==> config.mk <==
export PLATFORM = sky130hd
export DESIGN_NAME = mea_prep_flat
export DESIGN_NICKNAME = d
export VERILOG_FILES = /design/src/hdl/mea_pkg.sv /design/src/hdl/mea_req_if.sv /design/src/hdl/mea_prep.sv /design/src/flat_wrapper.sv
export SDC_FILE = /design/constraint.sdc
export NUM_CORES = 1
export LEC_CHECK = 0
export BUFFER_PORTS_ARGS = -buffer_cell sky130_fd_sc_hd__buf_2
export CAP_MARGIN = 0
export CORE_MARGIN = 4
export CORE_UTILIZATION = 47
export CTS_BUF_LIST = sky130_fd_sc_hd__clkbuf_4 sky130_fd_sc_hd__clkbuf_8
export DETAILED_ROUTE_END_ITERATION = 6
export HOLD_SLACK_MARGIN = 0.12
export PLACE_DENSITY = 0.79
export SLEW_MARGIN = 25
export SYNTH_ARGS = -nofsm -noshare
export SYNTH_HDL_FRONTEND = slang
export SYNTH_SLANG_ARGS = --single-unit
==> constraint.sdc <==
create_clock -name clock -period 2.9 [get_ports clock]
set_input_delay 0.29 -clock clock [delete_from_list [all_inputs] [get_ports clock]]
set_output_delay 0.29 -clock clock [all_outputs]
set_load 0.02 [all_outputs]
==> src/hdl/mea_pkg.sv <==
`timescale 1ns / 1ps
package mea_pkg;

   localparam int COORD_WIDTH_DEF     = 16;
   localparam int ANGLE_FRAC_BITS_DEF = 8;
   localparam int CORDIC_STEPS_DEF    = 16;

   localparam int ACC_FRAC    = 24;
   localparam int TABLE_LEN   = 24;
   localparam int Z_WIDTH     = 32;
   localparam int ANGLE_WIDTH = 18;

   localparam int DEG_COIN    = -333;
   localparam int DEG_HALF    = 180;
   localparam int DEG_QUARTER = 90;

   // atan(2^-i) in degrees, 24 fractional bits
   localparam logic signed [Z_WIDTH-1:0] ATAN_TAB [0:TABLE_LEN-1] = '{
      32'sd754974720, 32'sd445687602, 32'sd235489088, 32'sd119537938,
      32'sd60000934,  32'sd30029717,  32'sd15018523,  32'sd7509719,
      32'sd3754917,   32'sd1877466,   32'sd938734,    32'sd469367,
      32'sd234684,    32'sd117342,    32'sd58671,     32'sd29335,
      32'sd14668,     32'sd7334,      32'sd3667,      32'sd1833,
      32'sd917,       32'sd458,       32'sd229,       32'sd115
   };

   typedef struct packed {
      logic                   special;
      logic                   coincident;
      logic                   dx_neg;
      logic                   dy_neg;
      logic [ANGLE_WIDTH-1:0] special_angle;
   } side_type;

endpackage

==> src/hdl/mea_req_if.sv <==
`timescale 1ns / 1ps
interface mea_req_if #(
   parameter int COORD_WIDTH = mea_pkg::COORD_WIDTH_DEF
);
   logic                   valid;
   logic                   ready;
   logic [COORD_WIDTH-1:0] first_x;
   logic [COORD_WIDTH-1:0] first_y;
   logic [COORD_WIDTH-1:0] second_x;
   logic [COORD_WIDTH-1:0] second_y;

   modport source (output valid, first_x, first_y, second_x, second_y, input ready);
   modport sink   (input valid, first_x, first_y, second_x, second_y, output ready);
endinterface

==> src/hdl/mea_prep.sv <==
`timescale 1ns / 1ps
module mea_prep #(
   parameter int COORD_WIDTH     = mea_pkg::COORD_WIDTH_DEF,
   parameter int ANGLE_FRAC_BITS = mea_pkg::ANGLE_FRAC_BITS_DEF,
   parameter int STEPS           = mea_pkg::CORDIC_STEPS_DEF,
   parameter int VEC_WIDTH       = COORD_WIDTH + STEPS + 3
) (
   input  logic                        clock,
   input  logic                        reset,
   mea_req_if.sink                     req_chan,
   output logic                        valid_out,
   input  logic                        ready_in,
   output logic signed [VEC_WIDTH-1:0] x_out,
   output logic signed [VEC_WIDTH-1:0] y_out,
   output mea_pkg::side_type           side_out
);
   import mea_pkg::*;

   localparam int ONE     = 1 << ANGLE_FRAC_BITS;
   localparam int A_COIN  = DEG_COIN * ONE;
   localparam int A_HALF  = DEG_HALF * ONE;
   localparam int A_QUART = DEG_QUARTER * ONE;
   localparam int A_NQUART = -DEG_QUARTER * ONE;

   logic signed [COORD_WIDTH:0]   dx, dy;
   logic [COORD_WIDTH-1:0]        abs_dx, abs_dy;
   logic                          dx_zero, dy_zero;
   logic                          ready_out;
   logic                          valid_ff, valid_in;
   logic signed [VEC_WIDTH-1:0]   x_ff, x_in, y_ff, y_in;
   side_type                      side_ff, side_in;

   assign ready_out      = !valid_ff || ready_in;
   assign req_chan.ready = ready_out;

   always_comb begin
      dx = signed'({1'b0, req_chan.second_x}) - signed'({1'b0, req_chan.first_x});
      dy = signed'({1'b0, req_chan.second_y}) - signed'({1'b0, req_chan.first_y});
      abs_dx  = dx[COORD_WIDTH] ? COORD_WIDTH'(-dx) : COORD_WIDTH'(dx);
      abs_dy  = dy[COORD_WIDTH] ? COORD_WIDTH'(-dy) : COORD_WIDTH'(dy);
      dx_zero = (dx == '0);
      dy_zero = (dy == '0);
      x_in = {3'b000, abs_dx, {STEPS{1'b0}}};
      y_in = {3'b000, abs_dy, {STEPS{1'b0}}};
      side_in.special    = dx_zero || dy_zero;
      side_in.coincident = dx_zero && dy_zero;
      side_in.dx_neg     = dx[COORD_WIDTH];
      side_in.dy_neg     = dy[COORD_WIDTH];
      if (dx_zero && dy_zero) begin
         side_in.special_angle = ANGLE_WIDTH'(A_COIN);
      end else if (dy_zero) begin
         side_in.special_angle = dx[COORD_WIDTH] ? ANGLE_WIDTH'(A_HALF) : '0;
      end else begin
         side_in.special_angle = dy[COORD_WIDTH] ? ANGLE_WIDTH'(A_NQUART)
                                                 : ANGLE_WIDTH'(A_QUART);
      end
      valid_in = ready_out ? req_chan.valid : valid_ff;
   end

   always_ff @(posedge clock) begin
      if (reset) begin
         valid_ff <= 1'b0;
      end else begin
         valid_ff <= valid_in;
      end
   end

   always_ff @(posedge clock) begin
      if (ready_out && req_chan.valid) begin
         x_ff    <= x_in;
         y_ff    <= y_in;
         side_ff <= side_in;
      end
   end

   assign valid_out = valid_ff;
   assign x_out     = x_ff;
   assign y_out     = y_ff;
   assign side_out  = side_ff;

   a_coin_zero: assert property (@(posedge clock) disable iff (reset)
      valid_ff && side_ff.coincident |-> x_ff == '0 && y_ff == '0)
      else $error("coincident beat with non-zero vector");

endmodule

==> src/flat_wrapper.sv <==
// flat-port wrapper written by rule: the top's interface ports become plain ports
module mea_prep_flat import mea_pkg::*;
#(
   parameter int COORD_WIDTH     = mea_pkg::COORD_WIDTH_DEF,
   parameter int ANGLE_FRAC_BITS = mea_pkg::ANGLE_FRAC_BITS_DEF,
   parameter int STEPS           = mea_pkg::CORDIC_STEPS_DEF,
   parameter int VEC_WIDTH       = COORD_WIDTH + STEPS + 3
)
  (clock, reset, valid_out, ready_in, x_out, y_out, side_out, req_chan_valid, req_chan_first_x, req_chan_first_y, req_chan_second_x, req_chan_second_y, req_chan_ready);
  mea_req_if #(.COORD_WIDTH(COORD_WIDTH)) req_chan_i ();
  input  logic clock;
  input  logic reset;
  output logic valid_out;
  input  logic ready_in;
  output logic signed [VEC_WIDTH-1:0] x_out;
  output logic signed [VEC_WIDTH-1:0] y_out;
  output mea_pkg::side_type side_out;
  input wire logic [$bits(req_chan_i.valid)-1:0] req_chan_valid;
  input wire logic [$bits(req_chan_i.first_x)-1:0] req_chan_first_x;
  input wire logic [$bits(req_chan_i.first_y)-1:0] req_chan_first_y;
  input wire logic [$bits(req_chan_i.second_x)-1:0] req_chan_second_x;
  input wire logic [$bits(req_chan_i.second_y)-1:0] req_chan_second_y;
  output wire logic [$bits(req_chan_i.ready)-1:0] req_chan_ready;
  assign req_chan_i.valid = req_chan_valid;
  assign req_chan_i.first_x = req_chan_first_x;
  assign req_chan_i.first_y = req_chan_first_y;
  assign req_chan_i.second_x = req_chan_second_x;
  assign req_chan_i.second_y = req_chan_second_y;
  assign req_chan_ready = req_chan_i.ready;
  mea_prep #(.COORD_WIDTH(COORD_WIDTH), .ANGLE_FRAC_BITS(ANGLE_FRAC_BITS), .STEPS(STEPS), .VEC_WIDTH(VEC_WIDTH)) u_core (.clock(clock), .reset(reset), .req_chan(req_chan_i), .valid_out(valid_out), .ready_in(ready_in), .x_out(x_out), .y_out(y_out), .side_out(side_out));
endmodule
# Word-level counts from Yosys, hierarchy flattened
# Cells that the tools add are included.
op_classes:
  add_sub_neg: 4
  reduce_logical: 7
  n_mux: 5
op_table:
  columns: ["operator", "count"]
  rows:
  - ["16-bit two-way mux", 3]
  - ["18-bit two-way mux", 2]
  - ["17-bit logical NOT", 2]
  - ["16-bit by 16-bit subtractor with 17-bit output", 2]
  - ["16-bit negator", 2]
  - ["1-bit logical AND", 2]
  - ["1-bit logical OR", 2]
  - ["1-bit logical NOT", 1]
word_totals:
  out_inout_bits: 94
  register_bits: 55
  elab_cells: 24

# Logic depth before layout (Yosys ltp)
depth:
  ltp_word: 3
  mapped_depth: 12

# Worst setup path before layout
# OpenSTA, ideal clock, no wires.
synth_timing:
  path_type: "input port to flip-flop"
  startpoint: "input req_chan_second_y[0]"
  endpoint: "register u_core.side_ff (netlist bit u_core.side_out[9]) (data pin)"
  path_stages: 11
  n_path_buf: 0
  t_arrival_ps: 2755
  setup_slack_ps: -125
  path_cell_list: "inv_1 > ha_1 > fa_1 > nand2b_1 > a21o_1 > a211o_1 > a2111oi_0 > mux2i_1 > a222oi_1 > nand3b_1 > nand3b_1"
synth_between:
  elab_chain_cells: 3
synth_rtl:
  columns: ["item", "line_no", "source"]
  rows:
  - ["from (decl)", "flat_wrapper.sv:22", "input wire logic [$bits(req_chan_i.second_y)-1:0] req_chan_second_y;"]
  - ["16-bit by 16-bit subtractor with 17-bit output (*)", "mea_prep.sv:38", "dy = signed'({1'b0, req_chan.second_y}) - signed'({1'b0, req_chan.first_y});"]
  - ["17-bit logical NOT (*)", "mea_prep.sv:42", "dy_zero = (dy == '0);"]
  - ["18-bit two-way mux or 1-bit logical AND (tied branches)", "mea_prep.sv:51, mea_prep.sv:49", null]
  - ["to (signal assigned)", "mea_prep.sv:72", "side_ff <= side_in;"]
  - ["to (decl)", "mea_prep.sv:31", "side_type side_ff, side_in;"]
# Mark *: on every way between the ends. The rest lies on a longest branch, timed or not.
# A chain may end at the register's enable or synchronous reset.

# Worst setup path after layout
layout_timing:
  startpoint: "input req_chan_first_y[0]"
  endpoint: "register u_core.side_ff (netlist bit u_core.side_out[9]) (data pin)"
layout_between:
  elab_chain_cells: 3
layout_rtl:
  columns: ["item", "line_no", "source"]
  rows:
  - ["from (decl)", "flat_wrapper.sv:20", "input wire logic [$bits(req_chan_i.first_y)-1:0] req_chan_first_y;"]
  - ["16-bit by 16-bit subtractor with 17-bit output (*)", "mea_prep.sv:38", null]
  - ["17-bit logical NOT (*)", "mea_prep.sv:42", null]
  - ["18-bit two-way mux or 1-bit logical AND (tied branches)", "mea_prep.sv:51, mea_prep.sv:49", null]
# Marks and branches as above.

==> Flow_metrics.wiki <==
{| class="wikitable"
! Metric !! Value
|-
| Vias after detailed routing || between 4000 and 5000
|-
| Number of nets with antenna violations after routing || 0
|-
| Horizontal die dimension || around 110 um
|-
| Area of the core region || 9330 um^2
|-
| Top cells by instance count after synthesis || 51 x inv_1, 48 x buf_4, 44 x edfxtp_1
|-
| Final setup TNS || -0.165 ns
|-
| Leading cell type by number of instances after synthesis || inv_1
|-
| Endpoints failing hold || 0
|-
| Mapped Avg Cell Area || 8.87 um^2
|-
| Max Buffers Root-to-Sink || 2
|-
| Overall power consumption || between 2 and 3 mW
|-
| Number of instances on the worst hold path || 2
|-
| N_diodes || 0
|-
| Initial Utilization || ~50%
|-
| Max Clock Skew || roughly 0.0066 ns
|-
| Critical Path RT || between 2 and 3 ns
|-
| Type of the worst setup path || in -> reg
|-
| Most frequent CP cell || nand3b_1
|-
| Mapped cell area || 4540 um^2
|-
| Pin count of the biggest net entering global routing || 45
|-
| Slew at the pin with the worst max-slew slack || 0.573 ns
|-
| Routed via count divided by cell count || 5.19
|-
| Setup Viol. Count Final || 6
|-
| Average routed wire per standard cell || about 14 um
|-
| Start of the worst register-to-register path || u_core.valid_out$_SDFFE_PP0N_
|-
| Hold WC Path Type || in -> reg
|-
| Power share of the sequential group || between 30% and 40%
|-
| Clock tree from TritonCTS || yes
|-
| Flop2flop setup slack || between 1.5 and 2 ns
|-
| IR Drop Worst-Case VDD || approximately 0.22 mV
|-
| Final cell area excluding filler cells || 6040 um^2
|-
| Number of pins with negative max-slew slack in the final report || 0
|-
| Async set-or-reset flop fraction in the synthesized netlist || 0%
|-
| First drt pass iteration count || 5
|-
| Total CTS buffers || 5
|-
| Post-DP HPWL || 9200 um
|-
| Setup ws final || -0.0411 ns
|-
| # rows || 35
|-
| Cell accounting for the most synthesized area || edfxtp_1
|-
| Switch share || around 39%
|-
| Proportion of layout cells with a drive suffix above 1 || about 37%
|-
| Sinks on Clock Net || 45
|-
| Top_reg_cell synth || edfxtp_1
|-
| Netlist cell types || approximately 70
|-
| End point of the worst hold path || u_core.valid_out$_SDFFE_PP0N_
|-
| Register clock-pin slew on the reported worst setup and hold paths || about 0.080 ns
|-
| Reg2reg end || u_core.side_out[17]$_SDFFCE_PP1P_
|-
| Clock Latency Late Sink || about 0.30 ns
|-
| Run status || complete, but fails checks
|-
| MaxCap Viol Count || 0
|-
| Die footprint || around 11000 um^2
|-
| Share of the yosys chip area belonging to registers || slightly below 30%
|-
| Starting DRT DRC Count || approximately 220
|-
| Antenna violations before repair || 0
|-
| Cells taking the most area after synthesis || edfxtp_1 29%, ha_1 9.9%, buf_4 7.9%
|-
| Number of enable-type register cells in the synthesized netlist || 44
|-
| Power density relative to cell area || around 440 nW/um^2
|-
| Grt ovf || 0
|-
| Portion of total power attributed to combinational logic || 52.3%
|-
| Vias in the first global route || about 3900
|-
| Cell-by-cell listing of the critical path || buf_6 > ha_4 > fa_2 > nand2b_4 > a21o_1 > a211o_4 > a2111oi_4 > mux2i_4 > a222oi_1 > buf_4 > nand3b_1 > nand3b_1
|-
| Worst reg-to-reg path cell count || 2
|-
| Clk pwr share || between 10 and 15%
|-
| Gr usage total || between 10% and 20%
|-
| Achievable frequency || about 340 MHz
|-
| Data arrival at the endpoint of the critical path || 2.99 ns
|-
| RePlAce Congestion || roughly 0.9
|-
| Number of top-level pins || 162
|-
| Final-stage net count || about 810
|-
| Layout Area Growth over Synthesis || 32.9%
|-
| Clock Root Buffer || clkbuf_8
|-
| Max Fanout on Critical Path || 4
|-
| Critical Path End Type || register
|-
| Synth warnings || 0
|-
| Worst slew slack as a fraction of its limit || between 60 and 70%
|-
| Utilization of the core after routing || between 60% and 70%
|-
| Min Tclk post-route || approximately 3 ns
|-
| Share of the synthesized area in the top cell type || 29.1%
|-
| Final routed wirelength across all metal layers || approximately 11000 um
|-
| Violations in the final reports || negative setup slack
|-
| # H-tree levels || 2
|-
| Cell with the largest stage delay on the worst path || a211o_4
|-
| RSZ-0062 raised after global routing || yes
|-
| Leakage power || 2.86 nW
|-
| Start point of the worst hold path || reset
|-
| Die height || between 100 and 150 um
|-
| Post-Place Cell Area || 5660 um^2
|-
| Post-synthesis sequential element count || 45
|-
| P_sw || roughly 1.0 mW
|-
| Number of hold-repair buffers added at the cts stage || 0
|-
| DRC || 0
|-
| Wire length of the first global-routing pass || about 17000 um
|-
| Share of the clock period used by the worst path after layout || 101%
|-
| Count of port buffers added during placement || roughly 120
|-
| Biggest cell delay along the critical path || ~0.37 ns
|-
| Power Internal || 1.64 mW
|-
| Type of element launching the critical path || input port
|-
| Gate count after technology mapping || between 500 and 600
|-
| Minimum hold slack || 0.147 ns
|}
kinds of logic after synthesis:
logic type | count (synthesis) | synth area share, %
muxes | 3 | 0.689
xor gates and xnor gates | 52 | 10.0
other | 1 | 0.0825
buffers and inverters | 112 | 13.3
DFF | 45 | 29.5
AOI/OAI and AO/OA | 119 | 18.8
adders and majority gates | 38 | 10.8
and+or+nand+nor | 142 | 16.8
worst max path at each step:
stage | startpoint | to | slack [ns] | cells past startpoint
finish | req_chan_first_y[0] | u_core.side_out[9]$_SDFFCE_PP1P_ | -0.04 | 12
global route | req_chan_first_y[0] | u_core.side_out[9]$_SDFFCE_PP1P_ | -0.11 | 12
CTS | req_chan_second_y[0] | u_core.side_out[15]$_SDFFCE_PP1P_ | -0.007 | 15
detailed placement | req_chan_second_x[0] | u_core.side_out[8]$_SDFFCE_PP1P_ | -0.44 | 13
global placement | req_chan_second_x[0] | u_core.side_out[12]$_SDFFCE_PP1P_ | -0.27 | 13
floorplan | req_chan_second_y[0] | u_core.side_out[9]$_SDFFCE_PP1P_ | -0.07 | 11
layer usage:
layer	vias up	share of wire, %	wire length (um)	GRT usage, %
met3	22	7.1	820	2.19
met4	0	2.6	297	8.23
met1	2011	43	4920	24.8
met5	-	0	0	0
li1	2123	-	-	-
met2	187	47	5450	30.5
what timing repair did:
item | in CTS | in global routing
gates resized for setup | 9 | 34
pin swaps | 4 | 21
setup buffers | 1 | 7
setup endpoints to repair | 8 | 22
worst max-delay path, delay by kind of cell:
kind | cells | cell delay (ns)
mux | 1 | 0.12
buf+inv | 2 | 0.29
fa+ha+maj | 2 | 0.50
compound gates | 4 | 1.26
simple gates | 3 | 0.53
state kept, by name (all words and copies together), names as in the netlist:
name,count
u_core.x_out,16
u_core.y_out,16
u_core.side_out,12
u_core.valid_out,1
power by group through the flow:
stage	clock, mW	combinational [mW]	sequential [mW]
2_1_floorplan	0	0.755	1.03
3_3_place_gp	0	1.27	0.906
3_5_place_dp	0	1.30	0.909
4_1_cts	0.388	1.32	0.895
5_1_grt	0.424	1.52	0.900
6_report	0.387	1.40	0.891
cell type report:
type,count,area [um^2]
well taps,129,161
clock buffers,6,76.3
inverters,53,201
flip-flops and latches,45,1340
multi-input cells,400,2990
clock inverters,2,10.0
repair buffers,202,1260
fillers,764,3290
stage by stage:
stage | worst slack (ns) | std cells
6_report | -0.0411 | 837
3_5_place_dp | -0.440 | 821
3_3_place_gp | -0.269 | 821
5_1_grt | -0.110 | 837
2_1_floorplan | -0.0736 | 557
4_1_cts | -0.00652 | 830
placed cells by master, fill, tap and decap left out, types with 6 or more instances in the layout:
cell type	netlist	final
inv_1	51	49
nor2_1	33	33
xnor2_1	33	33
nand3_1	17	17
buf_2	3	113
ha_1	36	33
xor2_1	19	18
o21ai_0	13	10
o21ai_1	5	6
nand2_1	23	23
o211ai_1	6	6
nand4_1	6	6
o211a_1	6	6
buf_4	48	85
a21oi_1	37	34
nor3_1	17	14
edfxtp_1	44	44
conb_1	1	46
Power figures use the tool's default switching activity.
