## src/hdl/mea_pkg.sv

```systemverilog
`timescale 1ns / 1ps
package mea_pkg;

   localparam int COORD_WIDTH_DEF     = 16;
   localparam int ANGLE_FRAC_BITS_DEF = 8;
   localparam int CORDIC_STEPS_DEF    = 16;

   localparam int ACC_FRAC    = 24;
   localparam int TABLE_LEN   = 24;
   localparam int Z_WIDTH     = 32;
   localparam int ANGLE_WIDTH = 18;

   localparam int DEG_COIN    = -333;
   localparam int DEG_HALF    = 180;
   localparam int DEG_QUARTER = 90;

   // atan(2^-i) in degrees, 24 fractional bits
   localparam logic signed [Z_WIDTH-1:0] ATAN_TAB [0:TABLE_LEN-1] = '{
      32'sd754974720, 32'sd445687602, 32'sd235489088, 32'sd119537938,
      32'sd60000934,  32'sd30029717,  32'sd15018523,  32'sd7509719,
      32'sd3754917,   32'sd1877466,   32'sd938734,    32'sd469367,
      32'sd234684,    32'sd117342,    32'sd58671,     32'sd29335,
      32'sd14668,     32'sd7334,      32'sd3667,      32'sd1833,
      32'sd917,       32'sd458,       32'sd229,       32'sd115
   };

   typedef struct packed {
      logic                   special;
      logic                   coincident;
      logic                   dx_neg;
      logic                   dy_neg;
      logic [ANGLE_WIDTH-1:0] special_angle;
   } side_type;

endpackage

```

## src/hdl/mea_cell.sv

```systemverilog
`timescale 1ns / 1ps
module mea_cell #(
   parameter int VEC_WIDTH = mea_pkg::COORD_WIDTH_DEF + mea_pkg::CORDIC_STEPS_DEF + 3,
   parameter int STEP      = 0
) (
   input  logic                               clock,
   input  logic                               reset,
   input  logic                               valid_in,
   output logic                               ready_out,
   input  logic signed [VEC_WIDTH-1:0]        x_in,
   input  logic signed [VEC_WIDTH-1:0]        y_in,
   input  logic signed [mea_pkg::Z_WIDTH-1:0] z_in,
   input  mea_pkg::side_type                  side_in,
   output logic                               valid_out,
   input  logic                               ready_in,
   output logic signed [VEC_WIDTH-1:0]        x_out,
   output logic signed [VEC_WIDTH-1:0]        y_out,
   output logic signed [mea_pkg::Z_WIDTH-1:0] z_out,
   output mea_pkg::side_type                  side_out
);
   import mea_pkg::*;

   logic                        valid_ff, valid_nx;
   logic signed [VEC_WIDTH-1:0] xs, ys;
   logic signed [VEC_WIDTH-1:0] x_ff, x_nx, y_ff, y_nx;
   logic signed [Z_WIDTH-1:0]   z_ff, z_nx;
   side_type                    side_ff;

   assign ready_out = !valid_ff || ready_in;

   always_comb begin
      xs = x_in >>> STEP;
      ys = y_in >>> STEP;
      if (!y_in[VEC_WIDTH-1]) begin
         x_nx = x_in + ys;
         y_nx = y_in - xs;
         z_nx = z_in + ATAN_TAB[STEP];
      end else begin
         x_nx = x_in - ys;
         y_nx = y_in + xs;
         z_nx = z_in - ATAN_TAB[STEP];
      end
      valid_nx = ready_out ? valid_in : valid_ff;
   end

   always_ff @(posedge clock) begin
      if (reset) begin
         valid_ff <= 1'b0;
      end else begin
         valid_ff <= valid_nx;
      end
   end

   always_ff @(posedge clock) begin
      if (ready_out && valid_in) begin
         x_ff    <= x_nx;
         y_ff    <= y_nx;
         z_ff    <= z_nx;
         side_ff <= side_in;
      end
   end

   assign valid_out = valid_ff;
   assign x_out     = x_ff;
   assign y_out     = y_ff;
   assign z_out     = z_ff;
   assign side_out  = side_ff;

   a_x_positive: assert property (@(posedge clock) disable iff (reset)
      valid_ff |-> !x_ff[VEC_WIDTH-1])
      else $error("cordic x went negative");

endmodule

```

## config.mk

```make
export PLATFORM = sky130hd
export DESIGN_NAME = mea_cell
export DESIGN_NICKNAME = d
export VERILOG_FILES = /design/src/hdl/mea_pkg.sv /design/src/hdl/mea_cell.sv
export SDC_FILE = /design/constraint.sdc
export NUM_CORES = 1
export LEC_CHECK = 0
export BUFFER_PORTS_ARGS = -buffer_cell sky130_fd_sc_hd__clkbuf_2
export CORE_UTILIZATION = 51
export CTS_BUF_LIST = sky130_fd_sc_hd__clkbuf_4 sky130_fd_sc_hd__clkbuf_8
export CTS_CLUSTER_DIAMETER = 40
export DETAILED_ROUTE_END_ITERATION = 16
export GPL_TIMING_DRIVEN = 0
export HOLD_SLACK_MARGIN = 0.06
export PLACE_DENSITY = 0.79
export SLEW_MARGIN = 20
export SYNTH_ARGS = -nofsm -noshare
export SYNTH_HDL_FRONTEND = slang
export SYNTH_SLANG_ARGS = --single-unit
```

## constraint.sdc

```tcl
create_clock -name clock -period 4.9 [get_ports clock]
set_input_delay 1.47 -clock clock [delete_from_list [all_inputs] [get_ports clock]]
set_output_delay 1.47 -clock clock [all_outputs]
set_load 0.03 [all_outputs]
```

### Word-level counts from Yosys, hierarchy flattened

Cells that the tools add are included.

* flip-flop bits (word level): 125
* logic and storage cells: 20

* reductions and logical operators: 3
* add/sub/neg operators: 5
* muxes and demuxes: 3

Operator list (number)
* 35-bit two-way mux: 2
* 35-bit subtractor: 2
* 35-bit adder: 1
* 32-bit by 31-bit adder with 32-bit output (second input constant): 1
* 32-bit two-way mux: 1
* 32-bit by 31-bit subtractor with 32-bit output (second input constant): 1
* 1-bit logical AND: 1
* 1-bit logical NOT: 1
* 1-bit logical OR: 1

### Logic depth before layout (Yosys ltp)

Gate-level depths: netlist of the first run.

* word-level depth: 3
* gate-level depth with buffers: 13
* depth with buffers taken out: 12

### Worst setup path after synthesis of the first run

OpenSTA, ideal clock, no wires.

* path type: input to register
* start point: input ready_in
* end point: register side_ff (netlist bit side_out[0]), enable pin
* stages on the path: 2
* setup slack: -0.276 ns
* required time: 4.404 ns
* library setup time: 0.496 ns
* buffers on the path: 0
* arrival time: 4.680 ns
* cell sequence: nand2b_1 and2_1

* cells in the longest elaborated chain, start to end: 2

Ends and longest elaborated chain
* start, declared: line mea_cell.sv:15 `input logic ready_in,`
* 1-bit logical OR: line mea_cell.sv:29 `assign ready_out = !valid_ff || ready_in;`
* 1-bit logical AND: line mea_cell.sv:55 `if (ready_out && valid_in) begin`
* end signal, assigned: line mea_cell.sv:59 `side_ff <= side_in;`
* end, declared: line mea_cell.sv:27 `side_type side_ff;`

No other way between the ends.
A chain may end at the register's enable or synchronous reset.

### Final worst setup path of the first run

* start point: input x_in[0]
* end point: register x_ff[34] (netlist: x_out[34]) (data pin)

* cells in the longest elaborated chain, start to end: 2
* elaborated cells between the ends (all ways): 3
* classes of those cells: add/sub: 2; mux: 1

Ends and longest elaborated chain
* start, declared: line mea_cell.sv:10 `input logic signed [VEC_WIDTH-1:0] x_in,`
* 35-bit adder / 35-bit subtractor (equally long branches): line mea_cell.sv:35, mea_cell.sv:39
* 35-bit two-way mux (*): line mea_cell.sv:34 `if (!y_in[VEC_WIDTH-1]) begin`
* named net x_nx[34]: line mea_cell.sv:25 `logic signed [VEC_WIDTH-1:0] x_ff, x_nx, y_ff, y_nx;`
* end signal, assigned: line mea_cell.sv:56 `x_ff <= x_nx;`
* end, declared: line mea_cell.sv:25

Mark *: on every way through the listed nets, which the timed path passes. The rest lies on a longest branch.

==> impl_metrics.tcl, run 1 <==
set metrics [dict create \
    ir_drop_v 0.000158 \
    cp.required_ns 5.11 \
    timing_endpoint_of_the_critical_path "x_out[34]" \
    cap_violations 0 \
    placement.io_buffers 253 \
    hold_slack_ns 0.558 \
    std_cell_rows 51 \
    cts-root-buf "clkbuf_8" \
    cts_buffers 17 \
    seq_area_frac_synth_pct 36.7 \
    core-area_um2 19500 \
    post_route_standard_cell_area_excluding_fillers_um2 12200 \
    ys_async_sr_fraction_pct 0 \
    gr-total-overflow 0 \
    final_min_period_over_clock_period_pct 90.8 \
    finalWeightedCongestion 0.986 \
    run_status "finished clean" \
    cp-end-kind "flip-flop" \
    cts_htree_levels 4 \
    synthFlopType "edfxtp_1" \
    routedWlPerCell_um 19.3 \
    pwr_density_cell_nw_per_um2 299 \
    yosys_register_bits 124 \
    unrepaired_setup_endpoints_after_global_routing "no" \
    final_cell_count_no_fill 1648 \
    synth_top_cell_by_area "edfxtp_1" \
    synth_nets 1336 \
    leakage_dissipation_uw 0.00554 \
    crit_path_max_fanout 4 \
    post-route-min-period_ns 4.45 \
    post_synthesis_cell_area_um2 10100 \
    effective_utilization_at_floorplan_pct 52.0 \
    placed_area_um2 11800 \
    wire_length_after_detailed_routing_um 31800 \
    routed_via_density 5.82 \
    post-synth-top-count-cell "a21oi_1" \
    cts.repair.resized 0 \
    flow.area_growth_from_synthesis_pct 20.2 \
    first_global_vias 8840 \
    cts_setup_buffers 0 \
    clk_latency_ns 0.46 \
    num-nets-final 1610 \
    detailed_route_via_count 9589 \
    proportion_of_layout_cells_with_a_drive_suffix_above_1_pct 22.3 \
    post-place-ws_ns 0.00191 \
    synth_common_cells "a21oi_1, edfxtp_1, ha_1" \
    yosys_warnings 0 \
    maxSlewHeadroom_pct 21.9 \
    worst_setup_path_start_kind "input pin" \
    drt_pass1_iterations 5 \
    synth_enable_flop_cells 123 \
    synthCells 1096 \
    avgSynthCellArea_um2 9.23 \
    fmax_mhz 225 \
    worst_pin_slew_ns 1.17 \
    clk_transition_reported_paths_ns 0.09 \
    tritoncts_num_sinks 124 \
    worst_reg2reg_path_depth 4 \
    fin_setup_tns_ns 0 \
    cp.arrival_ns 4.66 \
    yosysUniqueCellTypes 69 \
    post-place-cells 1616 \
    reg2reg_to "y_out[25]" \
    antenna_cells 0 \
    antenna_violation_net_count_after_detailed_routing 0 \
    final.setup_skew_ns 0.00999 \
    clockBufferDepth 2 \
    detailed_place_hpwl_um 25400 \
    gr-usage-all-layers_pct 31.0 \
    timing_worst_setup_path_type "input pin to flip-flop" \
    die-width_um 143 \
    hold_violations 0 \
    detailedRoute.firstIterationViolations 937 \
    fp.dieH_um 143 \
    worst_case_setup_margin_in_the_final_layout_ns 0.453 \
    hold_class "flip-flop to flip-flop" \
    cts_tree "yes" \
    ctsHoldBuffers 0 \
    rr_startpoint "valid_out" \
    r2r_slack_ns 3.03 \
    critPathLaunch "x_in[0]" \
    finalSetupViolCount 0 \
    grt_first_pass_wirelength_um 47500 \
    dieArea_um2 20400 \
    post_synth_main_area_contributors "edfxtp_1, ha_1, a21oi_1, xnor2_1, inv_1" \
    timing_max_transition_violations_final 0 \
    largest_net_degree_at_the_start_of_global_routing 48 \
    synth_top_cell_area_share_pct 36.5 \
    design.portCount 254 \
    antenna_found_initial 0 \
    drt_drc_violations_left 0 \
    timing.hold.worst_path_depth 2 \
]
placed cells by master, fill, tap and decap left out, types with 5 or more instances in the layout:
cell type,count
nand4_1,16
o21bai_1,27
mux2i_1,24
nand2b_1,8
o21a_1,15
nand3_1,9
a211oi_1,13
o41ai_1,5
nand2_1,46
clkbuf_8,17
a211o_1,5
xnor2_1,60
clkbuf_2,253
inv_1,105
o21ai_1,15
a21oi_1,132
a21o_1,36
ha_1,108
nor2_1,84
nor4_1,5
o21ai_0,68
buf_1,15
xor2_1,12
o211ai_1,8
nor3_1,24
edfxtp_1,123
nor2b_1,15
clkbuf_1,28
or3_1,6
inv_6,7
metrics by stage:
stage               power (µW)  util (%)
floorplan                 2280         -
detailed placement        2690      60.4
CTS                       3630      62.5
global route              3790      62.5
finish                    3640      62.5
global placement          2680      60.2
worst max-delay path: stages:
cell      delay [ns]
clkbuf_2        0.10
ha_1            0.23
fa_1            0.42
nor2b_1         0.16
o21ai_1         0.21
a2111o_1        0.32
a211oi_1        0.19
o31ai_2         0.42
o221ai_1        0.29
o41ai_1         0.49
a21oi_1         0.17
xor2_1          0.19
cell type report:
| class | count | area, µm² |
|---|---|---|
| Clock inverter | 15 | 173 |
| Clock buffer | 17 | 234 |
| Sequential cell | 124 | 3710 |
| Buffer | 47 | 189 |
| Fill cell | 1678 | 7300 |
| Inverter | 109 | 409 |
| Timing Repair Buffer | 255 | 1310 |
| Multi-Input combinational cell | 816 | 5800 |
| Tap cell | 265 | 332 |
state kept, by name (all words and copies together) (netlist names):
| signal | count |
|---|---|
| side_out | 22 |
| valid_out | 1 |
| x_out | 34 |
| y_out | 35 |
| z_out | 32 |
worst min path at each step:
stage / from / to
final: valid_out / valid_out
after global routing: valid_out / valid_out
after CTS: valid_out / valid_out
after detailed placement: valid_out / valid_out
after global placement: valid_out / valid_out
after floorplan: valid_out / valid_out
logic make-up after synthesis:
kind of cell    after synthesis  share of synthesized area [%]
mux                          24                           2.38
fa+ha+maj                   112                           14.2
flops                       124                           36.7
simple gates                237                           11.3
compound gates              371                           23.3
buf+inv                     156                           5.91
xor+xnor                     72                           6.24
layer usage:
layer / up-vias / global-route usage, % / part of all wire [%]
li1: 4499 / - / -
met1: 4499 / 39.7 / 42
met2: 512 / 51.3 / 46
met3: 79 / 5.50 / 8.0
met4: 0 / 13.2 / 3.7
met5: - / 0 / 0
where the power goes:
group / switching [µW] / internal, µW / leakage, µW
sequential: 30.6 / 1330 / 0.00120
combinational: 898 / 438 / 0.00414
clock: 514 / 430 / 0.000200
Note: power is estimated with default switching activity, not from simulation.
==> inputs of run 2 (changes only) <==
==> constraint.sdc (replaced) <==
create_clock -name clock -period 4.9 [get_ports clock]
set_input_delay 0.245 -clock clock [delete_from_list [all_inputs] [get_ports clock]]
set_output_delay 0.245 -clock clock [all_outputs]
set_load 0.03 [all_outputs]
==> run 2 against run 1 <==
  * Register-to-register slack improved by 0.13 ns
  * Via count increased by 2.3%
  * Core utilization increased by 2.4 points
  * Sequential power about the same
  * Combinational power increased by 4%
  * Critical endpoint unchanged
  * Largest power group is now combinational logic
==> impl_metrics.tcl, run 2 (same netlist as run 1, synthesis figures left out) <==
set metrics [dict create \
    run_status "finished clean" \
    layout.cells.most_common_list "clkbuf_2, a21oi_1, edfxtp_1, ha_1, inv_1" \
    worst_pin_slew_ns 1.18 \
    cts_htree_levels 4 \
    grt_first_pass_wirelength_um 50300 \
    worst_hold_startpoint "z_in[24]" \
    post-place-ws_ns 1.22 \
    crit_path_max_fanout 4 \
    final.setup_skew_ns 0.0147 \
    cp.required_ns 5.11 \
    fin_setup_tns_ns 0 \
    fp.dieH_um 143 \
    fillerInstances 1625 \
    r2r_slack_ns 3.16 \
    gr-total-overflow 0 \
    tritoncts_num_sinks 124 \
    clk_latency_ns 0.45 \
    largest_register_ffs 35 \
    dieArea_um2 20400 \
    timing_worst_setup_path_type "input pin to flip-flop" \
    drt_drc_violations_left 0 \
    final_min_period_over_clock_period_pct 67.3 \
    antenna_found_initial 0 \
    critical-path-slowest-cell "o41ai_1" \
    finalSetupViolCount 0 \
    std_cell_rows 51 \
    core-area_um2 19500 \
    num-nets-final 1658 \
    finalWeightedCongestion 0.992 \
    reg2reg_to "z_out[31]" \
    hold_slack_ns 0.102 \
    ir_drop_v 0.000163 \
    wire_length_after_detailed_routing_um 33800 \
    cap_violations 0 \
    flow.area_growth_from_synthesis_pct 24.9 \
    cp-end-kind "flip-flop" \
    largest_net_degree_at_the_start_of_global_routing 61 \
    cells_along_the_critical_path "clkbuf_2 -> ha_1 -> fa_1 -> nor2b_1 -> o21ai_1 -> a2111o_1 -> a211oi_1 -> o31ai_2 -> o221ai_1 -> o41ai_1 -> a21oi_1 -> xor2_1" \
    timing_max_transition_violations_final 0 \
    critPathLaunch "x_in[0]" \
    worst_setup_path_start_kind "input pin" \
    rr_startpoint "valid_out" \
    routedWlPerCell_um 20.0 \
    antenna_cells 0 \
    worst_case_setup_margin_in_the_final_layout_ns 1.60 \
    maxSlewHeadroom_pct 21.2 \
    proportion_of_layout_cells_with_a_drive_suffix_above_1_pct 21.6 \
    hold_class "input pin to flip-flop" \
    routed_via_density 5.79 \
    unrepaired_setup_endpoints_after_global_routing "no" \
    die-width_um 143 \
    pwr_density_cell_nw_per_um2 289 \
    hold_violations 0 \
    placement.io_buffers 253 \
    critical_path.max_stage_delay_ns 0.49 \
    whs_endpoint "z_out[24]" \
    design.portCount 254 \
    first_global_vias 9335 \
    leakage_dissipation_uw 0.00573 \
    antenna_violation_net_count_after_detailed_routing 0 \
    fmax_mhz 303 \
    detailedRoute.firstIterationViolations 943 \
    clockBufferDepth 2 \
    detailed_route_via_count 9814 \
    cts.repair.resized 0 \
    detailed_place_hpwl_um 25500 \
    drt_pass1_iterations 5 \
    clk_transition_reported_paths_ns 0.08 \
    cts_tree "yes" \
    gr-usage-all-layers_pct 32.8 \
    most_common_library_cell_in_the_layout_ignoring_fill_and_taps "clkbuf_2" \
    effective_utilization_at_floorplan_pct 52.0 \
    cts_buffers 17 \
    post-route-min-period_ns 3.30 \
    cp.arrival_ns 3.51 \
    cts_setup_buffers 0 \
    timing.hold.worst_path_depth 2 \
    cts-root-buf "clkbuf_8" \
    worst_reg2reg_path_depth 4 \
]
==> run 2: changes by cell type in the layout (fill, tap and decap cells not counted), sizes merged <==
cell         change
clkinv           +2
inv              -5
dlygate4sd3     +48
clkbuf           +1
clkinvlp         +2
==> run 2: layout make-up <==
cell class                      instances  area [µm²]  area share (%)
Buffer                                 47         189            1.50
Timing Repair Buffer                  303        1800            14.3
Clock buffer                           18         241            1.91
Multi-Input combinational cell        816        5800            46.0
Tap cell                              265         332            2.63
Sequential cell                       124        3710            29.4
Clock inverter                         14         138            1.09
Inverter                              109         409            3.24
==> run 2: worst max-delay path by stage <==
stage          depth (start not counted)  slack [ns]           to
3_3_place_gp                           3        0.09    x_out[27]
5_1_grt                               12        1.46    x_out[34]
3_5_place_dp                          12        1.22    z_out[31]
4_1_cts                               12        1.67    z_out[31]
6_report                              12        1.60    x_out[34]
2_1_floorplan                          2        0.79  side_out[0]
==> run 2: critical path: cells and delay by family <==
| family | cells | cell delay, ns |
|---|---|---|
| and+or+nand+nor | 1 | 0.17 |
| adders and majority gates | 2 | 0.65 |
| AOI/OAI and AO/OA | 7 | 2.15 |
| buffers and inverters | 1 | 0.10 |
| xor gates and xnor gates | 1 | 0.19 |
==> run 2: what timing repair did <==
| action | 4_1_cts | 5_1_grt |
|---|---|---|
| hold endpoints to repair | 47 | 0 |
| endpoints found under the setup margin | 0 | 0 |
| hold buffers | 48 | 0 |
==> run 2: per-layer routing <==
layer  GRT usage, %  wire (µm)
met4           15.0       1350
met2           54.4      15600
met3           5.77       2910
met5              0          0
met1           41.8      14000
==> run 2: metrics by stage <==
stage | cells | instance area (µm²) | util, % | total power, µW
after floorplan | 1096 | 10100 | - | 2280
after global placement | 1614 | 11700 | 60.2 | 2690
after detailed placement | 1616 | 11800 | 60.5 | 2700
after CTS | 1696 | 12600 | 64.9 | 3620
after global routing | 1696 | 12600 | 64.9 | 3790
final | 1696 | 12600 | 64.9 | 3650
==> run 2: power by group <==
part | leakage, µW | internal, µW | switching (µW) | total, µW
sequential | 0.00120 | 1330 | 32.7 | 1360
combinational | 0.00435 | 465 | 922 | 1390
clock | 0.000182 | 416 | 485 | 901
