`config.mk`:
```
export PLATFORM = sky130hd
export DESIGN_NAME = mea_finish_flat
export DESIGN_NICKNAME = d
export VERILOG_FILES = /design/src/hdl/mea_pkg.sv /design/src/hdl/mea_rsp_if.sv /design/src/hdl/mea_finish.sv /design/src/flat_wrapper.sv
export SDC_FILE = /design/constraint.sdc
export NUM_CORES = 1
export LEC_CHECK = 0
export BUFFER_PORTS_ARGS = -buffer_cell sky130_fd_sc_hd__buf_2
export CAP_MARGIN = 10
export CORE_MARGIN = 2
export CORE_UTILIZATION = 25
export DETAILED_ROUTE_END_ITERATION = 10
export PLACE_DENSITY = 0.49
export REMOVE_ABC_BUFFERS = 1
export SLEW_MARGIN = 25
export SYNTH_ARGS = -nofsm -noshare
export SYNTH_HDL_FRONTEND = slang
export SYNTH_SLANG_ARGS = --single-unit
```
`constraint.sdc`:
```
create_clock -name clock -period 4.4 [get_ports clock]
set_clock_uncertainty 0.1 [all_clocks]
set_input_delay 0.22 -clock clock [delete_from_list [all_inputs] [get_ports clock]]
set_output_delay 0.22 -clock clock [all_outputs]
set_load 0.01 [all_outputs]
```
`src/hdl/mea_pkg.sv`:
```
`timescale 1ns / 1ps
package mea_pkg;

   localparam int COORD_WIDTH_DEF     = 16;
   localparam int ANGLE_FRAC_BITS_DEF = 8;
   localparam int CORDIC_STEPS_DEF    = 16;

   localparam int ACC_FRAC    = 24;
   localparam int TABLE_LEN   = 24;
   localparam int Z_WIDTH     = 32;
   localparam int ANGLE_WIDTH = 18;

   localparam int DEG_COIN    = -333;
   localparam int DEG_HALF    = 180;
   localparam int DEG_QUARTER = 90;

   // atan(2^-i) in degrees, 24 fractional bits
   localparam logic signed [Z_WIDTH-1:0] ATAN_TAB [0:TABLE_LEN-1] = '{
      32'sd754974720, 32'sd445687602, 32'sd235489088, 32'sd119537938,
      32'sd60000934,  32'sd30029717,  32'sd15018523,  32'sd7509719,
      32'sd3754917,   32'sd1877466,   32'sd938734,    32'sd469367,
      32'sd234684,    32'sd117342,    32'sd58671,     32'sd29335,
      32'sd14668,     32'sd7334,      32'sd3667,      32'sd1833,
      32'sd917,       32'sd458,       32'sd229,       32'sd115
   };

   typedef struct packed {
      logic                   special;
      logic                   coincident;
      logic                   dx_neg;
      logic                   dy_neg;
      logic [ANGLE_WIDTH-1:0] special_angle;
   } side_type;

endpackage

```
`src/hdl/mea_rsp_if.sv`:
```
`timescale 1ns / 1ps
interface mea_rsp_if;
   import mea_pkg::*;
   logic                          valid;
   logic                          ready;
   logic signed [ANGLE_WIDTH-1:0] angle;
   logic                          coincident;

   modport source (output valid, angle, coincident, input ready);
   modport sink   (input valid, angle, coincident, output ready);
endinterface

```
`src/hdl/mea_finish.sv`:
```
`timescale 1ns / 1ps
module mea_finish #(
   parameter int ANGLE_FRAC_BITS = mea_pkg::ANGLE_FRAC_BITS_DEF
) (
   input  logic                               clock,
   input  logic                               reset,
   input  logic                               valid_in,
   output logic                               ready_out,
   input  logic signed [mea_pkg::Z_WIDTH-1:0] z_in,
   input  mea_pkg::side_type                  side_in,
   mea_rsp_if.source                          rsp_chan
);
   import mea_pkg::*;

   localparam int SHIFT    = ACC_FRAC - ANGLE_FRAC_BITS;
   localparam logic signed [Z_WIDTH-1:0] LIMIT = Z_WIDTH'(DEG_QUARTER * (1 << ACC_FRAC));
   localparam logic signed [Z_WIDTH-1:0] HALF_LSB = Z_WIDTH'(1 << (SHIFT - 1));
   localparam logic signed [Z_WIDTH-1:0] A_HALF = Z_WIDTH'(DEG_HALF * (1 << ANGLE_FRAC_BITS));
   localparam int A_COIN = DEG_COIN * (1 << ANGLE_FRAC_BITS);

   logic signed [Z_WIDTH-1:0]     zc, t, a;
   logic                          valid_ff, valid_nx;
   logic signed [ANGLE_WIDTH-1:0] angle_ff, angle_nx;
   logic                          coin_ff;

   assign ready_out = !valid_ff || rsp_chan.ready;

   always_comb begin
      if (z_in[Z_WIDTH-1]) begin
         zc = '0;
      end else if (z_in > LIMIT) begin
         zc = LIMIT;
      end else begin
         zc = z_in;
      end
      t = (zc + HALF_LSB) >>> SHIFT;
      if (!side_in.dx_neg) begin
         a = side_in.dy_neg ? -t : t;
      end else begin
         a = side_in.dy_neg ? t - A_HALF : A_HALF - t;
      end
      angle_nx = side_in.special ? side_in.special_angle : a[ANGLE_WIDTH-1:0];
      valid_nx = ready_out ? valid_in : valid_ff;
   end

   always_ff @(posedge clock) begin
      if (reset) begin
         valid_ff <= 1'b0;
      end else begin
         valid_ff <= valid_nx;
      end
   end

   always_ff @(posedge clock) begin
      if (ready_out && valid_in) begin
         angle_ff <= angle_nx;
         coin_ff  <= side_in.coincident;
      end
   end

   assign rsp_chan.valid      = valid_ff;
   assign rsp_chan.angle      = angle_ff;
   assign rsp_chan.coincident = coin_ff;

   a_sentinel: assert property (@(posedge clock) disable iff (reset)
      valid_ff && coin_ff |-> angle_ff == ANGLE_WIDTH'(A_COIN))
      else $error("coincident beat without sentinel angle");

endmodule

```
`src/flat_wrapper.sv`:
```
// flat-port wrapper written by rule: the top's interface ports become plain ports
module mea_finish_flat import mea_pkg::*;
#(
   parameter int ANGLE_FRAC_BITS = mea_pkg::ANGLE_FRAC_BITS_DEF
)
  (clock, reset, valid_in, ready_out, z_in, side_in, rsp_chan_valid, rsp_chan_angle, rsp_chan_coincident, rsp_chan_ready);
  mea_rsp_if rsp_chan_i ();
  input  logic clock;
  input  logic reset;
  input  logic valid_in;
  output logic ready_out;
  input  logic signed [mea_pkg::Z_WIDTH-1:0] z_in;
  input  mea_pkg::side_type side_in;
  output wire logic [$bits(rsp_chan_i.valid)-1:0] rsp_chan_valid;
  output wire logic [$bits(rsp_chan_i.angle)-1:0] rsp_chan_angle;
  output wire logic [$bits(rsp_chan_i.coincident)-1:0] rsp_chan_coincident;
  input wire logic [$bits(rsp_chan_i.ready)-1:0] rsp_chan_ready;
  assign rsp_chan_valid = rsp_chan_i.valid;
  assign rsp_chan_angle = rsp_chan_i.angle;
  assign rsp_chan_coincident = rsp_chan_i.coincident;
  assign rsp_chan_i.ready = rsp_chan_ready;
  mea_finish #(.ANGLE_FRAC_BITS(ANGLE_FRAC_BITS)) u_core (.clock(clock), .reset(reset), .valid_in(valid_in), .ready_out(ready_out), .z_in(z_in), .side_in(side_in), .rsp_chan(rsp_chan_i));
endmodule
```
---- Yosys cells after proc, flatten, opt, wreduce, memory -nomap -nowiden ----
Cells that the tools add are included.
storage, ports and cells
  word-level logic and storage cells ...... 17
  input bits .............................. 58
  register bits after elaboration ......... 20
operators by class
  order comparisons ....................... 1
  reductions and logical operators ........ 3
  $add $sub $neg .......................... 4
  multiplexer cells ....................... 6
operators by type and width
  cell                      count
  $mux W18                  4
  $mux W31                  2
  $add A31 B16 Y32 const B  1
  $gt A32 B32 Y1 const B    1
  $neg A16 Y18              1
  $sub A16 B17 Y18 const B  1
  $sub A17 B16 Y18 const A  1
  $logic_and A1 B1 Y1       1
  $logic_not A1 Y1          1
  $logic_or A1 B1 Y1        1

---- Longest topological paths before layout ----
Gate-level depths: netlist of the first run.
  word-level depth ........................ 8
  mapped depth ............................ 18

---- Worst setup path before layout of the first run ----
No wires, ideal clock.
  path type ............................... input to register
  start point ............................. input port z_in[17] in the netlist's numbering
  end point ............................... register u_core.angle_ff[14] (netlist: u_core.rsp_chan.angle[14]), data pin
  slack ................................... 484 ps
  setup time .............................. 264 ps
  stages .................................. 17
  path buffers ............................ 2
  data arrival time ....................... 3,552 ps
  cells stage by stage .................... buf_6 -> nor4bb_1 -> nand4_1 -> o221a_1 -> buf_6 -> nor2_1 -> and2_1 -> ha_1 -> and4_1 -> nand2_1 -> or4_4 -> o31ai_2 -> nand2_1 -> a2111o_1 -> o21ai_1 -> xnor2_1 -> o21ai_1
between the ends
  longest elaborated chain between the ends .. 8
  elaborated cells between the ends (all ways) .. 11
ends and longest elaborated chain
  item                                            line                                source
  from (decl)                                     flat_wrapper.sv:12                  input logic signed [mea_pkg::Z_WIDTH-1:0] z_in;
  $gt A32 B32 Y1                                  mea_finish.sv:31                    end else if (z_in > LIMIT) begin
  $mux W31 (*)                                    mea_finish.sv:31
  $mux W31 (*)                                    mea_finish.sv:29                    if (z_in[Z_WIDTH-1]) begin
  $add A31 B16 Y32 (*)                            mea_finish.sv:36                    t = (zc + HALF_LSB) >>> SHIFT;
  $sub A17 B16 Y18, or another cell as far along  mea_finish.sv:40                    a = side_in.dy_neg ? t - A_HALF : A_HALF - t;
  $mux W18 (on tied branches)                     mea_finish.sv:40, mea_finish.sv:38
  $mux W18 (*)                                    mea_finish.sv:37                    if (!side_in.dx_neg) begin
  $mux W18 (*)                                    mea_finish.sv:42                    angle_nx = side_in.special ? side_in.special_angle : a[ANGLE_WIDTH-1:0];
  named net u_core.angle_nx[14]                   mea_finish.sv:23                    logic signed [ANGLE_WIDTH-1:0] angle_ff, angle_nx;
  to (signal assigned)                            mea_finish.sv:56                    angle_ff <= angle_nx;
  to (decl)                                       mea_finish.sv:23
Mark *: on every way through the listed nets, which the timed path passes. The rest lies on a longest branch.
A chain may end at the register's enable or synchronous reset.

---- Worst setup path after layout of the first run ----
Ends and elaborated chain as after synthesis.

==> results.cfg, run 1 <==
[outcome]
run_status = finished, final reports clean

[routing]
detail_route.drc_violations = 0
drt_wl_total_um = 5695
vias_per_cell = 4.823
dr.pass1.iters = 4
detail_route.iter0.violations = 94
detail_route.wl_per_cell_um = 13.28
drtAntennaViolNets = 0
detailroute.via_count = 2069

[layout]
num_antenna_cells = 0
area_delta_synth_final_pct = 24.30
final_cell_mix = sky130_fd_sc_hd__buf_2 (78), sky130_fd_sc_hd__nor2_1 (29), sky130_fd_sc_hd__nand2_1 (25)
layout.cells.most_common = sky130_fd_sc_hd__buf_2
layout-drive-gt1-share_pct = 32.72
final_net_count = 386
post-route-cell-area_um2 = 2611
layoutNonFillerInstCount = 429

[run]
max_cap_violations = 0

[min_path]
holdCritPathClass = input pin to flip-flop
min-delay-start = reset
worstHoldEndpoint = u_core.rsp_chan.valid
holdPathStages = 2

[yosys]
synth.avg_cell_area_um2 = 8.271
synth_top_area_share_pct = 27.16
synth_area_leaders = sky130_fd_sc_hd__edfxtp_1 (27%), sky130_fd_sc_hd__nor2_1 (5.2%), sky130_fd_sc_hd__xnor2_1 (5.0%), sky130_fd_sc_hd__nand2_1 (4.5%), sky130_fd_sc_hd__o21ai_0 (4.3%)
synth_enable_flop_cells = 19
post_synth_num_cell_types = 60
postSynthCellCount = 254
sequential_fraction_of_the_synthesis_area_pct = 28.11
netlist.top_cell.by_area = sky130_fd_sc_hd__edfxtp_1
ys_ff_latch = 20
synthesized_cell_area_um2 = 2101
synth_warnings = 0
synth_flop_cell = sky130_fd_sc_hd__edfxtp_1
synth-async-reset-ratio_pct = 0

[worst_setup_path]
regToRegSetupSlack_ns = 2.83
crit-reg2reg-launch = u_core.rsp_chan.valid
required_ns = 4.29
r2r_end = u_core.rsp_chan.angle[11]
setup.worst_path.end_class = flip-flop
crit_fanout = 9
critical_path.startpoint_type = input pin
worstPathArrival_ns = 3.88
r2r_cells = 2
crit_type = input pin to flip-flop

[power_and_ir_drop]
power.static_leakage_nw = 1.035
power-per-cell-area_nw_per_um2 = 222.6
peak_ir_drop_on_the_vdd_network_mv = 0.09718

[grt]
grt_pass1_vias = 1932
gr-total-overflow = 0
global_route.usage.met2_pct = 18.59
antenna_found_initial = 0
global_route.usage.met1_pct = 19.19
groute.usage.overall_pct = 12.51
globalRoute.busiestLayer = met1
met3_global_route_usage_pct = 1.107
grt_pass1_wl_um = 9287
grt_start_max_net_pins = 33

[clock_tree]
post_cts_buffers = 0
cts-root-buf = sky130_fd_sc_hd__clkbuf_8
cts.hold.buffers_added = 0
worst_skew_pair.late_latency_ns = 0.25
path_clk_slew_ns = 0.07
cts_made_buffers = 3
cts.sinks = 20
htreeDepth = 1
tritoncts = done
ctsResizeCount = 0
maximum_root_to_sink_buffer_count = 2

[die]
io_pins = 79
die_width_um = 95.67
floorplan.die.height_um = 95.67
initial_core_util_pct = 25.70
die-area_um2 = 9153
core_um2 = 8175
rows = 33

[timing]
timing.final.max_slew_violations = 0
hold_ws_ns = 0.01387
time_the_worst_path_needs_with_i_o_delays_and_setup_ns = 3.997
setup-tns-final_ns = 0
grt_setup_unrepaired = false
slew_headroom_pct = 43.97
finalHoldViolations = 0
max_freq_mhz = 250.2
worst-slew-pin-transition_ns = 0.8405
setup_viol = 0
post-route-period-util_pct = 90.83

[placed_design]
post-place-cells = 425
placement.cell_area_um2 = 2556
hpwlAfterDp_um = 4547
gp_routability_congestion = 0.9224
port_buffers = 78
## report_power, final
group / leakage (nW) / switching [mW] / internal, mW
Combinational: 0.812 / 0.122 / 0.0888
Sequential: 0.194 / 0.00343 / 0.230
Clock: 0.0288 / 0.0568 / 0.0795
## synth_stat cells, drive strengths merged (2+ instances only)
master,instances
xor2,10
nor2b,3
mux2,4
o31ai,7
a21oi,9
a221o,2
or4,2
ha,3
and4,4
nor4,5
nand4,9
buf,11
o21ai,22
nor3,7
clkbuf,5
nand3,7
nand2b,5
xnor2,12
nor2,30
nand2,25
inv,11
and2,4
a31oi,3
and3,4
a211oi,7
mux2i,2
edfxtp,19
## worst max path at each step
stage	startpoint	endpoint	slack, ns	cells after the start
3_5_place_dp	z_in[17]	u_core.rsp_chan.angle[14]	0.17	16
4_1_cts	z_in[17]	u_core.rsp_chan.angle[14]	0.44	16
6_report	z_in[17]	u_core.rsp_chan.angle[14]	0.40	16
3_3_place_gp	z_in[17]	u_core.rsp_chan.angle[14]	0.29	16
2_1_floorplan	z_in[26]	u_core.rsp_chan.angle[14]	0.54	15
5_1_grt	z_in[17]	u_core.rsp_chan.angle[14]	0.07	16
## through the flow
step / worst slack (ns) / total power [mW] / utilization [%]
finish: 0.4035 / 0.5814 / 31.94
global route: 0.07497 / 0.6211 / 31.94
CTS: 0.4373 / 0.5863 / 31.94
detailed placement: 0.1715 / 0.4507 / 31.27
global placement: 0.2916 / 0.4494 / 31.27
floorplan: 0.5417 / 0.3609 / -
## area by class of cell
cell class              instances  area (um2)
inverters                      11       41.29
multi-input cells             207        1373
fillers                       883        5564
clock buffers                   4       55.05
flip-flops and latches         20       590.6
well taps                     105       131.4
repair buffers                 82       420.4
## cell families after synthesis
| group | count (synthesis) | share of synthesized area [%] |
|---|---|---|
| AO/OA/AOI/OAI | 65 | 23.41 |
| XOR/XNOR | 22 | 9.172 |
| adder cells (fa/ha/maj) | 3 | 1.787 |
| buffers and inverters | 27 | 6.551 |
| flip-flops | 20 | 28.11 |
| multiplexers | 6 | 3.097 |
| AND/OR/NAND/NOR | 111 | 27.87 |
## worst max-delay path: stages
cell and delay [ns]:
sky130_fd_sc_hd__buf_2 0.15, sky130_fd_sc_hd__nor4bb_1 0.34, sky130_fd_sc_hd__nand4_1 0.19, sky130_fd_sc_hd__o221a_1 0.31, sky130_fd_sc_hd__nor2_1 0.16, sky130_fd_sc_hd__and2_1 0.15
sky130_fd_sc_hd__ha_1 0.28, sky130_fd_sc_hd__and4_1 0.31, sky130_fd_sc_hd__nand2_1 0.12, sky130_fd_sc_hd__or4_4 0.50, sky130_fd_sc_hd__o31ai_2 0.26, sky130_fd_sc_hd__nand2_1 0.15
sky130_fd_sc_hd__a2111o_1 0.40, sky130_fd_sc_hd__o21ai_1 0.11, sky130_fd_sc_hd__xnor2_1 0.15, sky130_fd_sc_hd__o21ai_1 0.08
## flip-flops by register name, summed over array words and instances (netlist names)
register / count
u_core.rsp_chan.valid: 1
u_core.rsp_chan.coincident: 1
u_core.rsp_chan.angle: 18
## layer usage
metal / vias to the layer above / part of all wire, % / routed length (um)
li1: 1085 / - / -
met1: 915 / 54 / 3058
met2: 67 / 40 / 2254
met3: 2 / 6.1 / 347
met4: 0 / 0.60 / 34
met5: - / 0 / 0
(Power assumes the default switching activity.)
==> run 2: changes to the inputs <==
==> constraint.sdc (replaced) <==
create_clock -name clock -period 4.5 [get_ports clock]
set_clock_uncertainty 0.1 [all_clocks]
set_input_delay 0.225 -clock clock [delete_from_list [all_inputs] [get_ports clock]]
set_output_delay 0.225 -clock clock [all_outputs]
set_load 0.01 [all_outputs]
==> run 2 against run 1 <==
Net effect: critical endpoint unchanged; register-to-register slack better by 0.09 ns; clock power is 31% higher; routed wire length about the same; critical path type unchanged; power grew 5.3%; global-route usage fell by 0.082 points; sequential power fell by 3%.
==> results.cfg, run 2 (synthesis results as in run 1) <==
[grt]
groute.usage.overall_pct = 12.43
grt_start_max_net_pins = 33
grt_pass1_vias = 1910
gr-total-overflow = 0
antenna_found_initial = 0
grt_pass1_wl_um = 9232

[clock_tree]
cts-root-buf = sky130_fd_sc_hd__clkbuf_8
cts.hold.buffers_added = 0
worst_skew_pair.late_latency_ns = 0.26
cts_made_buffers = 3
tritoncts = done
ctsResizeCount = 0
htreeDepth = 1
maximum_root_to_sink_buffer_count = 2
post_cts_buffers = 0
path_clk_slew_ns = 0.08
cts.sinks = 20

[timing]
post-route-period-util_pct = 88.87
slew_headroom_pct = 42.95
timing.final.max_slew_violations = 0
worst-slew-pin-transition_ns = 0.8558
grt_setup_unrepaired = false
setup-tns-final_ns = 0
finalHoldViolations = 0
finalWorstSetupSlack_ns = 0.5009
setup_viol = 0
hold_ws_ns = 0.009565
max_freq_mhz = 250.1
time_the_worst_path_needs_with_i_o_delays_and_setup_ns = 3.999

[placed_design]
post-place-ws_ns = 0.2516
post-place-cells = 425
hpwlAfterDp_um = 4584
port_buffers = 78
placement.cell_area_um2 = 2556
gp_routability_congestion = 0.8716

[min_path]
holdPathStages = 2
min-delay-start = reset
holdCritPathClass = input pin to flip-flop
worstHoldEndpoint = u_core.rsp_chan.valid

[power_and_ir_drop]
power-per-cell-area_nw_per_um2 = 233.0
power.static_leakage_nw = 1.042
peak_ir_drop_on_the_vdd_network_mv = 0.09479
cellInternalPower_uw = 430.3
sequentialPowerShare_pct = 37.3
total_power_uw = 612.2
p_clk_share_pct = 29.1
p_sw_share_pct = 29.71
combinationalPowerShare_pct = 33.6
p_switching_uw = 181.9

[worst_setup_path]
crit_fanout = 9
crit-reg2reg-launch = u_core.rsp_chan.valid
required_ns = 4.39
critical_path.startpoint_type = input pin
worstPathArrival_ns = 3.89
r2r_end = u_core.rsp_chan.angle[14]
crit_type = input pin to flip-flop
setup.worst_path.end_class = flip-flop
r2r_cells = 2
regToRegSetupSlack_ns = 2.92

[die]
initial_core_util_pct = 25.70
rows = 33
die_width_um = 95.67
io_pins = 79
die-area_um2 = 9153
core_um2 = 8175
floorplan.die.height_um = 95.67

[layout]
postLayoutCoreUtil_pct = 32.14
layout-drive-gt1-share_pct = 32.72
layoutNonFillerInstCount = 429
largest_reg_flops = 18
num_antenna_cells = 0
post-route-cell-area_um2 = 2628
final_cell_mix = sky130_fd_sc_hd__buf_2 (78), sky130_fd_sc_hd__nor2_1 (29), sky130_fd_sc_hd__nand2_1 (25)
area_delta_synth_final_pct = 25.07
final_net_count = 386
layout.cells.most_common = sky130_fd_sc_hd__buf_2

[routing]
detailroute.via_count = 2110
drtAntennaViolNets = 0
detail_route.iter0.violations = 87
drt_wl_total_um = 5699
detail_route.wl_per_cell_um = 13.28
detail_route.drc_violations = 0
dr.pass1.iters = 4
vias_per_cell = 4.918

[outcome]
run_status = finished, final reports clean

[run]
max_cap_violations = 0
run 2: changes by cell type in the layout (fill, tap and decap cells not counted):
cell,before,now
sky130_fd_sc_hd__bufinv_16,0,1
sky130_fd_sc_hd__clkbuf_8,4,3
run 2: how the worst max path moves through the flow:
stage | startpoint | slack [ns] | depth (start not counted) | end
3_5_place_dp | z_in[17] | 0.25 | 16 | u_core.rsp_chan.angle[14]
6_report | z_in[17] | 0.50 | 16 | u_core.rsp_chan.angle[14]
5_1_grt | z_in[17] | 0.15 | 16 | u_core.rsp_chan.angle[15]
4_1_cts | z_in[17] | 0.52 | 16 | u_core.rsp_chan.angle[14]
2_1_floorplan | z_in[26] | 0.64 | 15 | u_core.rsp_chan.angle[14]
3_3_place_gp | z_in[17] | 0.32 | 16 | u_core.rsp_chan.angle[15]
run 2: worst max-delay path, stage by stage:
cell	delay (ns)
sky130_fd_sc_hd__buf_2	0.16
sky130_fd_sc_hd__nor4bb_1	0.34
sky130_fd_sc_hd__nand4_1	0.19
sky130_fd_sc_hd__o221a_1	0.31
sky130_fd_sc_hd__nor2_1	0.29
sky130_fd_sc_hd__and2_1	0.19
sky130_fd_sc_hd__ha_1	0.18
sky130_fd_sc_hd__and4_1	0.30
sky130_fd_sc_hd__nand2_1	0.12
sky130_fd_sc_hd__or4_4	0.50
sky130_fd_sc_hd__o31ai_2	0.25
sky130_fd_sc_hd__nand2_1	0.15
sky130_fd_sc_hd__a2111o_1	0.40
sky130_fd_sc_hd__o21ai_1	0.10
sky130_fd_sc_hd__xnor2_1	0.13
sky130_fd_sc_hd__o21ai_1	0.07
run 2: area by class of cell:
cell class | instances | area (um2)
inverters | 11 | 41.29
repair buffers | 82 | 420.4
fillers | 880 | 5548
multi-input cells | 207 | 1373
flip-flops and latches | 20 | 590.6
clock inverters | 1 | 30.03
clock buffers | 3 | 41.29
well taps | 105 | 131.4
run 2: power by group through the flow:
stage	Sequential (mW)	Clock, mW	Combinational (mW)
2_1_floorplan	0.242	0	0.110
3_3_place_gp	0.233	0	0.206
3_5_place_dp	0.233	0	0.207
4_1_cts	0.229	0.181	0.208
5_1_grt	0.230	0.189	0.232
6_report	0.228	0.178	0.206
run 2: per-layer routing:
metal  global-route usage [%]  share of wire [%]  vias up
met5                        0                  0        -
met4                    2.976               0.74        0
met3                    1.186                8.9        4
met2                    18.12                 40       94
met1                    19.39                 51      928
li1                         -                  -     1084
